File: src/rtl/fat_cluster_table_engine_macros.svh
// assertion macros for the cluster table engine
`ifndef FAT_CLUSTER_TABLE_ENGINE_MACROS_SVH
`define FAT_CLUSTER_TABLE_ENGINE_MACROS_SVH

`ifndef SYNTHESIS
// same-cycle implication, checked out of reset
`define FCTE_ASSERT_IMPL(lbl, ante, cons) \
  lbl: assert property (@(posedge clk_i) disable iff (!rst_ni) (ante) |-> (cons)) \
    else $error("fcte assertion failed");
// next-cycle implication, checked out of reset
`define FCTE_ASSERT_NEXT(lbl, ante, cons) \
  lbl: assert property (@(posedge clk_i) disable iff (!rst_ni) (ante) |=> (cons)) \
    else $error("fcte assertion failed");
`else
`define FCTE_ASSERT_IMPL(lbl, ante, cons)
`define FCTE_ASSERT_NEXT(lbl, ante, cons)
`endif

`endif

File: src/rtl/fcte_pkg.sv
// shared types and constants of the cluster table engine
`timescale 1ns / 1ps
`default_nettype none

package fcte_pkg;

  localparam int CmdW    = 3;
  localparam int LinkW   = 16;
  localparam int CountW  = 12;
  localparam int StatusW = 2;
  // compare width: holds any cluster number and the table size itself
  localparam int CmpW    = 17;

  localparam logic [LinkW-1:0]  LINK_FREE    = 16'h0000;
  localparam logic [LinkW-1:0]  LINK_EOC     = 16'hFFFF;
  localparam logic [LinkW-1:0]  LINK_END_MIN = 16'hFFF8;
  localparam logic [CountW-1:0] COUNT_RESET  = 12'd4094;

  typedef enum logic [CmdW-1:0] {
    CMD_READ       = 3'd0,
    CMD_WRITE      = 3'd1,
    CMD_ALLOC      = 3'd2,
    CMD_FREE       = 3'd3,
    CMD_FREE_CHAIN = 3'd4
  } fcte_cmd_e;

  typedef enum logic [StatusW-1:0] {
    ST_OK    = 2'd0,
    ST_FULL  = 2'd1,
    ST_RANGE = 2'd2,
    ST_LOOP  = 2'd3
  } fcte_status_e;

  typedef enum logic [2:0] {
    S_CLEAR,
    S_IDLE,
    S_DECODE,
    S_READ_WAIT,
    S_ALLOC,
    S_CHAIN,
    S_CHAIN_WAIT,
    S_RESP
  } fcte_state_e;

  typedef struct packed {
    logic rd_en;
    logic wr_en;
  } fcte_mem_ctl_t;

endpackage

`default_nettype wire

File: src/rtl/fcte_seq.sv
// command sequencer: clearing pass, decode, allocate scan and chain walk
`timescale 1ns / 1ps
`default_nettype none
`include "fat_cluster_table_engine_macros.svh"

module fcte_seq #(
  parameter int TABLE_ENTRIES = 4096,
  parameter int AW            = 12
) (
  input  wire                        clk_i,
  input  wire                        rst_ni,
  // command side
  input  wire                        in_valid_i,
  output logic                       in_ready_o,
  input  wire  [fcte_pkg::CmdW-1:0]  in_cmd_i,
  input  wire  [fcte_pkg::LinkW-1:0] in_cluster_i,
  input  wire  [fcte_pkg::LinkW-1:0] in_link_i,
  input  wire  [fcte_pkg::CountW-1:0] cluster_count_i,
  // table port
  output fcte_pkg::fcte_mem_ctl_t    mem_ctl_o,
  output logic [AW-1:0]              mem_addr_o,
  output logic [fcte_pkg::LinkW-1:0] mem_wdata_o,
  input  wire  [fcte_pkg::LinkW-1:0] mem_rdata_i,
  // response side
  output logic                       rsp_valid_o,
  input  wire                        rsp_ready_i,
  output logic [fcte_pkg::LinkW-1:0] rsp_value_o,
  output logic [fcte_pkg::StatusW-1:0] rsp_status_o
);
  import fcte_pkg::*;

  localparam logic [CmpW-1:0] TableSize = CmpW'(TABLE_ENTRIES);
  localparam logic [AW-1:0]   LastAddr  = AW'(TABLE_ENTRIES - 1);

  fcte_state_e        state_q, state_d;
  logic [CmdW-1:0]    cmd_q;
  logic [LinkW-1:0]   cur_q;
  logic [LinkW-1:0]   link_q;
  logic [CmpW-1:0]    scan_q;
  logic [AW-1:0]      chk_q;
  logic               pend_q;
  logic [CountW-1:0]  steps_q;
  logic [AW-1:0]      clr_q;
  logic [LinkW-1:0]   res_value_q;
  logic [StatusW-1:0] res_status_q;

  logic [CmpW-1:0] cur_ext;
  logic [CmpW-1:0] cc_plus2;
  logic [CmpW-1:0] scan_end;
  logic            cur_in_tbl;
  logic            cur_is_link;
  logic            free_ok;
  logic            scan_found;
  logic            scan_more;
  logic            loop_hit;
  logic            chain_go;

  // range checks on the current cluster and scan bounds
  always_comb begin
    cur_ext     = CmpW'(cur_q);
    cc_plus2    = CmpW'(cluster_count_i) + CmpW'(2);
    scan_end    = (cc_plus2 > TableSize) ? TableSize : cc_plus2;
    cur_in_tbl  = cur_ext < TableSize;
    cur_is_link = (cur_q >= 16'd2) && (cur_q < LINK_END_MIN);
    free_ok     = (cur_q >= 16'd2) && (cur_ext < cc_plus2) && cur_in_tbl;
    scan_found  = pend_q && (mem_rdata_i == LINK_FREE);
    scan_more   = scan_q < scan_end;
    loop_hit    = steps_q >= cluster_count_i;
    chain_go    = cur_is_link && cur_in_tbl && !loop_hit;
  end

  // next state
  always_comb begin
    state_d = state_q;
    unique case (state_q)
      S_CLEAR: begin
        if (clr_q == LastAddr) state_d = S_IDLE;
      end
      S_IDLE: begin
        if (in_valid_i) state_d = S_DECODE;
      end
      S_DECODE: begin
        unique case (cmd_q)
          CMD_READ:       state_d = cur_in_tbl ? S_READ_WAIT : S_RESP;
          CMD_ALLOC:      state_d = S_ALLOC;
          CMD_FREE_CHAIN: state_d = S_CHAIN;
          default:        state_d = S_RESP;
        endcase
      end
      S_READ_WAIT: state_d = S_RESP;
      S_ALLOC: begin
        if (scan_found || !scan_more) state_d = S_RESP;
      end
      S_CHAIN: begin
        state_d = chain_go ? S_CHAIN_WAIT : S_RESP;
      end
      S_CHAIN_WAIT: state_d = S_CHAIN;
      S_RESP: begin
        if (rsp_ready_i) state_d = S_IDLE;
      end
      default: state_d = S_CLEAR;
    endcase
  end

  // table accesses and handshake outputs
  always_comb begin
    mem_ctl_o   = '{rd_en: 1'b0, wr_en: 1'b0};
    mem_addr_o  = cur_q[AW-1:0];
    mem_wdata_o = LINK_FREE;
    unique case (state_q)
      S_CLEAR: begin
        mem_ctl_o.wr_en = 1'b1;
        mem_addr_o      = clr_q;
      end
      S_DECODE: begin
        unique case (cmd_q)
          CMD_READ:  mem_ctl_o.rd_en = cur_in_tbl;
          CMD_WRITE: begin
            mem_ctl_o.wr_en = cur_in_tbl;
            mem_wdata_o     = link_q;
          end
          CMD_FREE:  mem_ctl_o.wr_en = free_ok;
          default:   mem_ctl_o = '{rd_en: 1'b0, wr_en: 1'b0};
        endcase
      end
      S_ALLOC: begin
        if (scan_found) begin
          mem_ctl_o.wr_en = 1'b1;
          mem_addr_o      = chk_q;
          mem_wdata_o     = LINK_EOC;
        end else if (scan_more) begin
          mem_ctl_o.rd_en = 1'b1;
          mem_addr_o      = scan_q[AW-1:0];
        end
      end
      S_CHAIN:      mem_ctl_o.rd_en = chain_go;
      S_CHAIN_WAIT: mem_ctl_o.wr_en = 1'b1;
      default:      mem_ctl_o = '{rd_en: 1'b0, wr_en: 1'b0};
    endcase
    in_ready_o   = (state_q == S_IDLE);
    rsp_valid_o  = (state_q == S_RESP);
    rsp_value_o  = res_value_q;
    rsp_status_o = res_status_q;
  end

  // state and control registers
  always_ff @(posedge clk_i or negedge rst_ni) begin
    if (!rst_ni) begin
      state_q <= S_CLEAR;
      clr_q   <= '0;
      pend_q  <= 1'b0;
    end else begin
      state_q <= state_d;
      if (state_q == S_CLEAR) clr_q <= clr_q + AW'(1);
      if (state_q == S_IDLE) begin
        pend_q <= 1'b0;
      end else if (state_q == S_ALLOC) begin
        pend_q <= !scan_found && scan_more;
      end
    end
  end

  // command operands, walk counters and result
  always_ff @(posedge clk_i) begin
    unique case (state_q)
      S_IDLE: begin
        cmd_q        <= in_cmd_i;
        cur_q        <= in_cluster_i;
        link_q       <= in_link_i;
        scan_q       <= CmpW'(2);
        steps_q      <= '0;
        res_value_q  <= LINK_FREE;
        res_status_q <= ST_OK;
      end
      S_DECODE: begin
        unique case (cmd_q)
          CMD_READ, CMD_WRITE: if (!cur_in_tbl) res_status_q <= ST_RANGE;
          CMD_FREE:            if (!free_ok) res_status_q <= ST_RANGE;
          CMD_ALLOC, CMD_FREE_CHAIN: res_status_q <= ST_OK;
          default:             res_status_q <= ST_RANGE;
        endcase
      end
      S_READ_WAIT: res_value_q <= mem_rdata_i;
      S_ALLOC: begin
        if (scan_found) begin
          res_value_q <= LinkW'(chk_q);
        end else if (scan_more) begin
          chk_q  <= scan_q[AW-1:0];
          scan_q <= scan_q + CmpW'(1);
        end else begin
          res_status_q <= ST_FULL;
        end
      end
      S_CHAIN: begin
        if (cur_is_link && !cur_in_tbl) begin
          res_status_q <= ST_RANGE;
        end else if (cur_is_link && loop_hit) begin
          res_status_q <= ST_LOOP;
        end
      end
      S_CHAIN_WAIT: begin
        cur_q   <= mem_rdata_i;
        steps_q <= steps_q + CountW'(1);
      end
      default: res_value_q <= res_value_q;
    endcase
  end

  `FCTE_ASSERT_IMPL(a_alloc_marks_eoc, state_q == S_ALLOC && mem_ctl_o.wr_en, mem_wdata_o == LINK_EOC)
  `FCTE_ASSERT_NEXT(a_chain_read_then_clear, state_q == S_CHAIN && mem_ctl_o.rd_en, state_q == S_CHAIN_WAIT)
  `FCTE_ASSERT_IMPL(a_clear_writes_zero, state_q == S_CLEAR, mem_ctl_o.wr_en && !mem_ctl_o.rd_en && mem_wdata_o == LINK_FREE)
  `FCTE_ASSERT_IMPL(a_idle_no_access, state_q == S_IDLE, !mem_ctl_o.rd_en && !mem_ctl_o.wr_en)

endmodule

`default_nettype wire

File: config.mk
export PLATFORM = sky130hd
export DESIGN_NAME = fcte_seq
export DESIGN_NICKNAME = d
export VERILOG_FILES = /design/src/rtl/fcte_pkg.sv /design/src/rtl/fcte_seq.sv
export VERILOG_INCLUDE_DIRS = /design/src /design/src/rtl
export SDC_FILE = /design/constraint.sdc
export NUM_CORES = 1
export LEC_CHECK = 0
export BUFFER_PORTS_ARGS = -buffer_cell sky130_fd_sc_hd__buf_2
export CAP_MARGIN = 15
export CORE_ASPECT_RATIO = 0.6
export CORE_MARGIN = 2
export CORE_UTILIZATION = 61
export CTS_CLUSTER_DIAMETER = 150
export DETAILED_ROUTE_END_ITERATION = 10
export HOLD_SLACK_MARGIN = 0.08
export PLACE_DENSITY = 0.93
export SYNTH_ARGS = -nofsm -noshare
export SYNTH_HDL_FRONTEND = slang
export SYNTH_SLANG_ARGS = --single-unit
File: constraint.sdc
create_clock -name clk_i -period 5.48 [get_ports clk_i]
set_input_delay 0.274 -clock clk_i [delete_from_list [all_inputs] [get_ports clk_i]]
set_output_delay 0.274 -clock clk_i [all_outputs]
set_load 0.005 [all_outputs]
After elaboration in Yosys (flattened, before gate mapping)
Cells that the tools add are included.
Operators by class
  order comparisons: 7
  muxes and demuxes: 39
  bitwise logic cells: 1
  reduce and logical (&&, ||, !) cells: 29
  eq/ne operators: 23
  $add $sub $neg: 4
Operator list (count)
  case mux 16 bit (2 select lines): 2
  2-to-1 mux 16 bit: 3
  case mux 12 bit (2 select lines): 2
  case mux 16 bit (3 select lines): 1
  2-to-1 mux 17 bit: 2
  case mux 17 bit (2 select lines): 1
  adder 12 x 1 -> 12 bit, second input constant: 2
  2-to-1 mux 12 bit: 2
  case mux 3 bit (8 select lines): 1
  adder 17 x 1 -> 17 bit, second input constant: 1
  < comparator 17 x 13 -> 1 bit: 1
  greater-or-equal comparator 16 x 2 -> 1 bit, second input constant: 1
  logical NOT 16 bit: 1
  < comparator 16 x 13 -> 1 bit: 1
  < comparator 16 x 13 -> 1 bit, second input constant: 1
  < comparator 16 bit, second input constant: 1
  == test 3 bit, second input constant: 5
  2-to-1 mux 3 bit: 5
  != test 2 bit, second input constant: 7
  adder 12 x 2 -> 13 bit, second input constant: 1
  > comparator 13 bit, second input constant: 1
  2-to-1 mux 13 bit: 1
  == test 12 bit, second input constant: 1
  == test 3 x 2 -> 1 bit, second input constant: 4
  other kinds (24): 55
Storage, ports and cells
  bits in registers: 110
  word-level logic and storage cells: 114
  output and inout bits: 50
  input port bits: 67

Longest topological paths before layout
Gate-level depths: netlist of run 1.
  word-level depth: 8
  mapped depth: 15
  gate-level depth less buffers: 14

Worst setup path after synthesis of run 1
OpenSTA, ideal clock, no wires.
  path kind: input-to-reg
  start: in cluster_count_i[10] in the netlist's numbering
  end: reg scan_q[0] (enable)
  path buffers: 1
  stages: 14
  arrival: 3.395 ns
  setup time: 0.337 ns
  path slack: 1.748 ns
  data required time: 5.143 ns
  path through: buf_2 > and3_1 > nand4_1 > xnor2_2 > and4_4 > a21o_1 > nand2b_1 > ha_1 > a21oi_1 > a21boi_0 > o31ai_1 > o211ai_1 > nor4_4 > or2_2
On the way
  longest elaborated chain between the ends: 6
Ends and longest elaborated chain
  start, declared: RTL line fcte_seq.sv:18  | input wire [fcte_pkg::CountW-1:0] cluster_count_i,
  adder 12 x 2 -> 13 bit (*): RTL line fcte_seq.sv:61  | cc_plus2 = CmpW'(cluster_count_i) + CmpW'(2);
  > comparator 13 bit: RTL line fcte_seq.sv:62  | scan_end = (cc_plus2 > TableSize) ? TableSize : cc_plus2;
  2-to-1 mux 13 bit (*): RTL line fcte_seq.sv:62
  < comparator 17 x 13 -> 1 bit (*): RTL line fcte_seq.sv:67  | scan_more = scan_q < scan_end;
  != test 2 bit (no source line) (*)
  AND reduction 3 bit (no source line) (*)
  end signal, assigned: RTL line fcte_seq.sv:170  | scan_q <= CmpW'(2);
  end signal, assigned: RTL line fcte_seq.sv:189  | scan_q <= scan_q + CmpW'(1);
  end, declared: RTL line fcte_seq.sv:39  | logic [CmpW-1:0] scan_q;
Every way passes the cells marked *; elsewhere a longest branch is shown, timed or not.
A chain may end at the register's enable or synchronous reset.

Worst setup path after layout of run 1
  start: in cluster_count_i[1] in the netlist's numbering
  end: out mem_addr_o[8]
On the way
  longest elaborated chain between the ends: 7
Ends and longest elaborated chain
  adder 12 x 2 -> 13 bit (*): RTL line fcte_seq.sv:61
  > comparator 13 bit: RTL line fcte_seq.sv:62
  2-to-1 mux 13 bit (*): RTL line fcte_seq.sv:62
  < comparator 17 x 13 -> 1 bit (*): RTL line fcte_seq.sv:67
  2-to-1 mux 12 bit (*): RTL line fcte_seq.sv:131  | end else if (scan_more) begin
  2-to-1 mux 12 bit (*): RTL line fcte_seq.sv:127  | if (scan_found) begin
  case mux 12 bit (2 select lines) (*): RTL line fcte_seq.sv:110  | unique case (state_q)
  end, declared: RTL line fcte_seq.sv:21  | output logic [AW-1:0] mem_addr_o,
Marks and branches as above.

==> results of run 1 <==
## how the worst max path moves through the flow
stage,start,to,slack (ps)
finish,cluster_count_i[1],mem_addr_o[8],1280
detailed placement,cluster_count_i[1],mem_ctl_o[1],1430
floorplan,cluster_count_i[10],scan_q[0]$_SDFFCE_PN0P_,1750
global route,cluster_count_i[1],mem_ctl_o[1],1080
global placement,cluster_count_i[1],mem_ctl_o[1],1600
CTS,cluster_count_i[1],mem_addr_o[8],1360
## power breakdown
part / total, mW / internal (mW) / leakage [nW] / switching, mW
Combinational: 1.08 / 0.451 / 2.04 / 0.626
Sequential: 1.41 / 1.17 / 1.08 / 0.238
Clock: 0.634 / 0.317 / 0.136 / 0.317
Total: 3.12 / 1.94 / 3.26 / 1.18
## routing by layer
layer	track usage [%]	routed length, um
met5	0	0
met3	12.28	3307
met4	6.364	401
met2	49.78	8731
met1	48.90	8136
## cell usage after synthesis (3+ instances only)
master / n
dfrtp_1: 16
nand3_1: 27
inv_1: 24
or2_2: 5
o31ai_1: 4
clkbuf_1: 25
ha_1: 40
buf_2: 5
xor2_1: 17
nor2b_1: 6
mux2_2: 17
a31o_2: 3
nor2_1: 60
nand2_1: 40
and2_1: 5
edfxtp_1: 94
nand4_1: 17
or3_1: 5
nand2b_1: 5
a211oi_2: 10
o21ai_0: 12
a21oi_1: 34
a221o_1: 10
o221a_2: 12
and3_1: 14
and4_1: 3
a22o_1: 12
nor4_1: 16
a211oi_1: 5
nor3_1: 9
xnor2_1: 27
a21o_1: 22
## flip-flops by register name, summed over array words and instances (netlist names)
name,cells
chk_q,12
clr_q,12
cmd_q,3
cur_q,16
link_q,16
pend_q,1
rsp_status_o,2
rsp_value_o,16
scan_q,17
state_q,3
steps_q,12
## cells in the final DEF (no fill, tap or decap), types with 4 or more instances in the layout
cell type and count:
nor4_1 16, buf_4 7, xor2_1 17, a22o_1 12, a21o_1 22, ha_1 40, and3_1 14, a211oi_2 10
mux2_2 17, a21oi_1 34, buf_2 116, nor2b_1 6, o21ai_0 11, inv_1 24, dfrtp_1 16, nand2b_1 5
a211oi_1 5, o221a_2 12, or2_2 5, nor3_1 9, or3_1 5, nor2_1 59, clkbuf_16 9, nand3_1 27
o31ai_1 4, a221o_1 10, nand4_1 17, and2_1 5, xnor2_1 27, nand2_1 40, edfxtp_1 94
## stage by stage
stage               power (mW)  util [%]  cell area [um^2]  hold WS, ps  setup slack, ps
finish                   3.124     72.75              7814        90.20             1284
global route             3.259     72.75              7814        84.46             1076
CTS                      3.058     72.50              7786        89.35             1361
detailed placement       2.421     69.77              7493        211.4             1431
global placement         2.355     69.77              7493        204.7             1603
floorplan                2.013         -              6825       -21.59             1748
## cells by family (layout without fill, tap and decap cells)
family	after synthesis	in the layout	synth area share, %
muxes	17	17	2.805
adders and majority gates	40	40	7.333
xor gates and xnor gates	45	45	5.885
and+or+nand+nor	221	221	16.74
DFF	110	110	47.22
buffers and inverters	56	165	3.391
AOI/OAI and AO/OA	144	144	16.63
## final cells by class
cell class	count	area (um^2)
Tap cell	139	173.9
Sequential cell	110	3223
Fill cell	713	2927
Clock inverter	6	53.80
Inverter	24	90.09
Timing Repair Buffer	125	670.6
Clock buffer	10	229.0
Multi-Input combinational cell	467	3373
## timing repair
item / CTS / global route
hold buffers: 1 / 0
endpoints found under the hold margin: 16 / 0
setup endpoints to repair: 0 / 0
setup buffers: 0 / 0
==> qor.txt, run 1 <==
Hold WC Path Type - input port to flip-flop
Htree depth - 3
FMAX - 238.3 MHz
Worst path top cell family by delay - compound AO/OA/AOI/OAI gates
First-pass GRT wire length - 30.89 mm
Sequential area share after synthesis - 47.22%
Total vias in the final route - 6,070
Placed cell count - 863
Clock buffer count from CTS - 9
Seq cells post-synth - 110
Max-cap viol count - 0
CP Data Required Time - 5210 ps
CP Buf/Inv Count - 3
Vias/cell - 6.890
# port buffers - 116
Nets - 844
Clk slew on worst S/H paths - 80 ps
Peak VDD IR - 0.0002173 V
Crit-path cells - buf_2 -> ha_1 -> xnor2_1 -> nand3_1 -> nor2_1 -> and4_4 -> a21o_1 -> nand2b_1 -> ha_1 -> a21oi_1 -> a21boi_0 -> o31ai_1 -> o211ai_1 -> buf_4 -> or2_4 -> a211oi_1 -> buf_2
Synth unique cells - 56
Initial DRC count - 1,081
Worst slew pin tran - 1092 ps
Worst Hold Launch - in_link_i[12]
Final hold vios - 0
Status - finished, final reports clean
CTS tree - built
CTS Root Cell - clkbuf_16
Relative slew margins - 26.94%
Ports - 117
Proportion of layout cells with a drive suffix above 1 - 26.15%
P&R area growth vs syn - 14.48%
Final cell count without fillers - 881
Initial antenna violation count - 0
WL per Instance - 23.36 um
Number of remaining DRC errors - 0
# rows - 29
Final worst path period need - 4196 ps
Critical path arrival - 3920 ps
# setup viols final - 0
Slew Viols, Final - 0
Startpoint types - input port
Gr usage total - 33.81%
Tcrit/Tclk final - 76.57%
Clk Latency, worst-skew pair - 360 ps
Hold path cells - 1
Predominant post-synthesis flop cell - edfxtp_1
Post-route ant nets - 0
Total die area - 12,080 um^2
Slowest-stage cell, CP - or2_4
Largest net degree at the start of global routing - 30
CP max FO - 14
Yosys warnings - 0
RR Endpoint - rsp_status_o[0]$_DFFE_PP_
Chip Height - 85.94 um
Core ar. - 10,740 um^2
Hold endpoint - link_q[12]$_DFFE_PP_
Static leakage - 3.263 nW
Critical path class - input port to output pin
RSZ-0062 raised after global routing - false
Cts repair resizes - 0
Vias in the first global route - 5,546
WP depth - 17
CP Capture Type - output pin
GP Congestion - 1.023
Reg2reg path depth - 7
CP peak stage delay - 350 ps
Register-to-register setup slack - 2370 ps
Hpwl dp - 14.85 mm
CTS Buffer Depth - 2
Mean Syn Cell Area - 10.78 um^2
Die Wd - 140.6 um
Pwr per Cell Area - 399.8 nW/um^2
Synthesized cell area - 6825 um^2
Initial Util - 63.55%
Asr flop ratio synth - 14.55%
Overflow after GRT - 0
Post-Synthesis Cells - 633
Share of the synthesized area in the top cell type - 41.36%
Net Count, Synth - 740
RR Startpoint - scan_q[9]$_SDFFCE_PN0P_
Setup Skew - 12.48 ps
Post-synth EDFFs - 94
First-pass DRT Iterations - 8
Synth top area cells - edfxtp_1 41%, ha_1 7.3%, dfrtp_1 5.9%
Setup TNS Final - 0 ps
Ant. Diodes - 0
Detailed Route WL - 20.58 mm
Cell taking the most area after synthesis - edfxtp_1
Num Clock Sinks - 110
Note: power is estimated with default switching activity, not from simulation.
==> run 2, diff against run 1 <==
CORE_UTILIZATION = 57   (was 61)
PLACE_DENSITY = 0.88   (was 0.93)
clock period = 4.4 ns   (was 5.48 ns; I/O delays follow)
==> qor.txt, run 2 (synthesis gave the netlist of run 1 again) <==
Status - finished, final reports clean
Vias in the first global route - 5,608 (+1.1%)
Critical path arrival - 3830 ps (-90 ps)
Final cell count without fillers - 924 (+4.9%)
Clock buffer count from CTS - 9 (unchanged)
Final hold vios - 0 (unchanged)
Hpwl dp - 14.84 mm (about the same)
Post-route ant nets - 0 (unchanged)
Initial Util - 59.42% (-4.1 points)
Number of remaining DRC errors - 0 (unchanged)
Crit-path cells - buf_2 -> ha_1 -> xnor2_1 -> nand3_1 -> nor2_1 -> and4_4 -> a21o_1 -> nand2b_1 -> ha_1 -> a21oi_1 -> a21boi_0 -> o31ai_1 -> o211ai_1 -> buf_4 -> nor4_1 -> a211oi_2 -> buf_2
CTS tree - built
Setup Skew - 10.55 ps (-1.929 ps)
Design Power - 3.920 mW (+26%)
Initial antenna violation count - 0 (unchanged)
Clk slew on worst S/H paths - 80 ps (about the same)
CTS Buffer Depth - 2 (unchanged)
Core ar. - 11,490 um^2 (+6.9%)
# setup viols final - 0 (unchanged)
Ports - 117 (unchanged)
Slew Viols, Final - 0 (unchanged)
Vias/cell - 6.469 (-6.1%)
Largest net degree at the start of global routing - 30 (unchanged)
Total vias in the final route - 5,977 (-1.5%)
First-pass GRT wire length - 31.46 mm (+1.8%)
Cell area after layout - 8068 um^2 (+3.3%)
Initial DRC count - 893 (-17%)
WL per Instance - 21.79 um (-6.7%)
# rows - 30 (+3.4%)
CTS Root Cell - clkbuf_16
Final Hold Slack - 175.5 ps (+85.31 ps)
Top reg by flops - scan_q
CP Capture Type - output pin
Max FFs per register - 17 (unchanged)
# port buffers - 116 (unchanged)
Die Wd - 145.3 um (+3.4%)
Final core occ - 70.24% (-2.5 points)
Static leakage - 3.368 nW (+3.2%)
CP Data Required Time - 4180 ps (-1030 ps)
Num Clock Sinks - 110 (unchanged)
Chip Height - 88.76 um (+3.3%)
Setup slack at placement - 495.9 ps (-935.1 ps)
Nets - 866 (+2.6%)
Clk Latency, worst-skew pair - 350 ps (about the same)
Most frequent cells in the layout - 116 x buf_2, 94 x edfxtp_1, 59 x nor2_1
Gr usage total - 32.05% (-1.8 points)
P&R area growth vs syn - 18.20%
DP Area - 7542 um^2 (+0.65%)
Postcts setup bufs - 0 (unchanged)
Cts hold-fix bufs - 21 (+20)
Overflow after GRT - 0 (unchanged)
Htree depth - 3 (unchanged)
Proportion of layout cells with a drive suffix above 1 - 25.79% (-0.36 points)
Commonest non-fill, non-tap cell in the layout - buf_2
Final worst path period need - 4050 ps
Fill count - 834 (+17%)
Placed cell count - 887 (+2.8%)
GP Congestion - 0.9617 (-6.0%)
Hold WC Path Type - input port to flip-flop
First-pass DRT Iterations - 5 (-3)
Peak VDD IR - 0.0003411 V (+57%)
Relative slew margins - 29.45% (+2.5 points)
Startpoint types - input port
Ant. Diodes - 0 (unchanged)
RSZ-0062 raised after global routing - false
CP max FO - 9 (-5)
Max-cap viol count - 0 (unchanged)
Setup TNS Final - 0 ps (unchanged)
Pwr per Cell Area - 485.9 nW/um^2 (+22%)
CP peak stage delay - 380 ps (+30 ps)
Cts repair resizes - 0 (unchanged)
Critical path class - input port to output pin
Worst slew pin tran - 1054 ps (-37.45 ps)
Tcrit/Tclk final - 92.05%
FMAX - 246.9 MHz
Slowest-stage cell, CP - nor4_1
Total die area - 12,890 um^2 (+6.7%)
Worst setup margin - 349.6 ps (-934.5 ps)
Detailed Route WL - 20.14 mm (-2.1%)
[run 2: final cells by class]
type	instances	area [um^2]	share of cell area, %
repair buffers	147	865.8	10.73
multi-input cells	467	3373	41.81
inverters	24	90.09	1.117
flip-flops and latches	110	3223	39.95
well taps	160	200.2	2.481
clock inverters	7	90.09	1.117
clock buffers	9	225.2	2.792
[run 2: final timing paths]
check                                          from                        end  slack, ps  cells past startpoint
setup / recovery                 cluster_count_i[1]              mem_addr_o[2]        350                     17
hold / removal                     in_cluster_i[15]        cur_q[15]$_DFFE_PP_        180                      2
setup reg to reg           scan_q[11]$_SDFFCE_PN0P_  rsp_status_o[0]$_DFFE_PP_       1420                      7
hold reg to reg               clr_q[10]$_DFFE_PN0N_      clr_q[10]$_DFFE_PN0N_        530                      1
max in group asynchronous                    rst_ni       clr_q[0]$_DFFE_PN0N_       3780                      2
min in group asynchronous                    rst_ni     state_q[1]$_DFFE_PN0P_        330                      2
[run 2: worst max-delay path, delay by kind of cell]
kind                       cells  cell delay [ps]
buffers and inverters          3              600
xor gates and xnor gates       1              280
and+or+nand+nor                5              930
AOI/OAI and AO/OA              6             1190
adders and majority gates      2              590
[run 2: layer usage]
| layer | vias to the layer above | track usage (%) | share of wire [%] |
|---|---|---|---|
| met5 | - | 0 | 0 |
| met4 | 0 | 6.952 | 1.8 |
| met3 | 44 | 11.86 | 14 |
| met2 | 437 | 47.87 | 41 |
| met1 | 2838 | 45.19 | 42 |
| li1 | 2658 | - | - |
[run 2: power by group]
part	internal (mW)	switching, mW	leakage, nW
clock	0.455	0.400	0.154
combinational	0.556	0.758	2.13
sequential	1.46	0.289	1.08
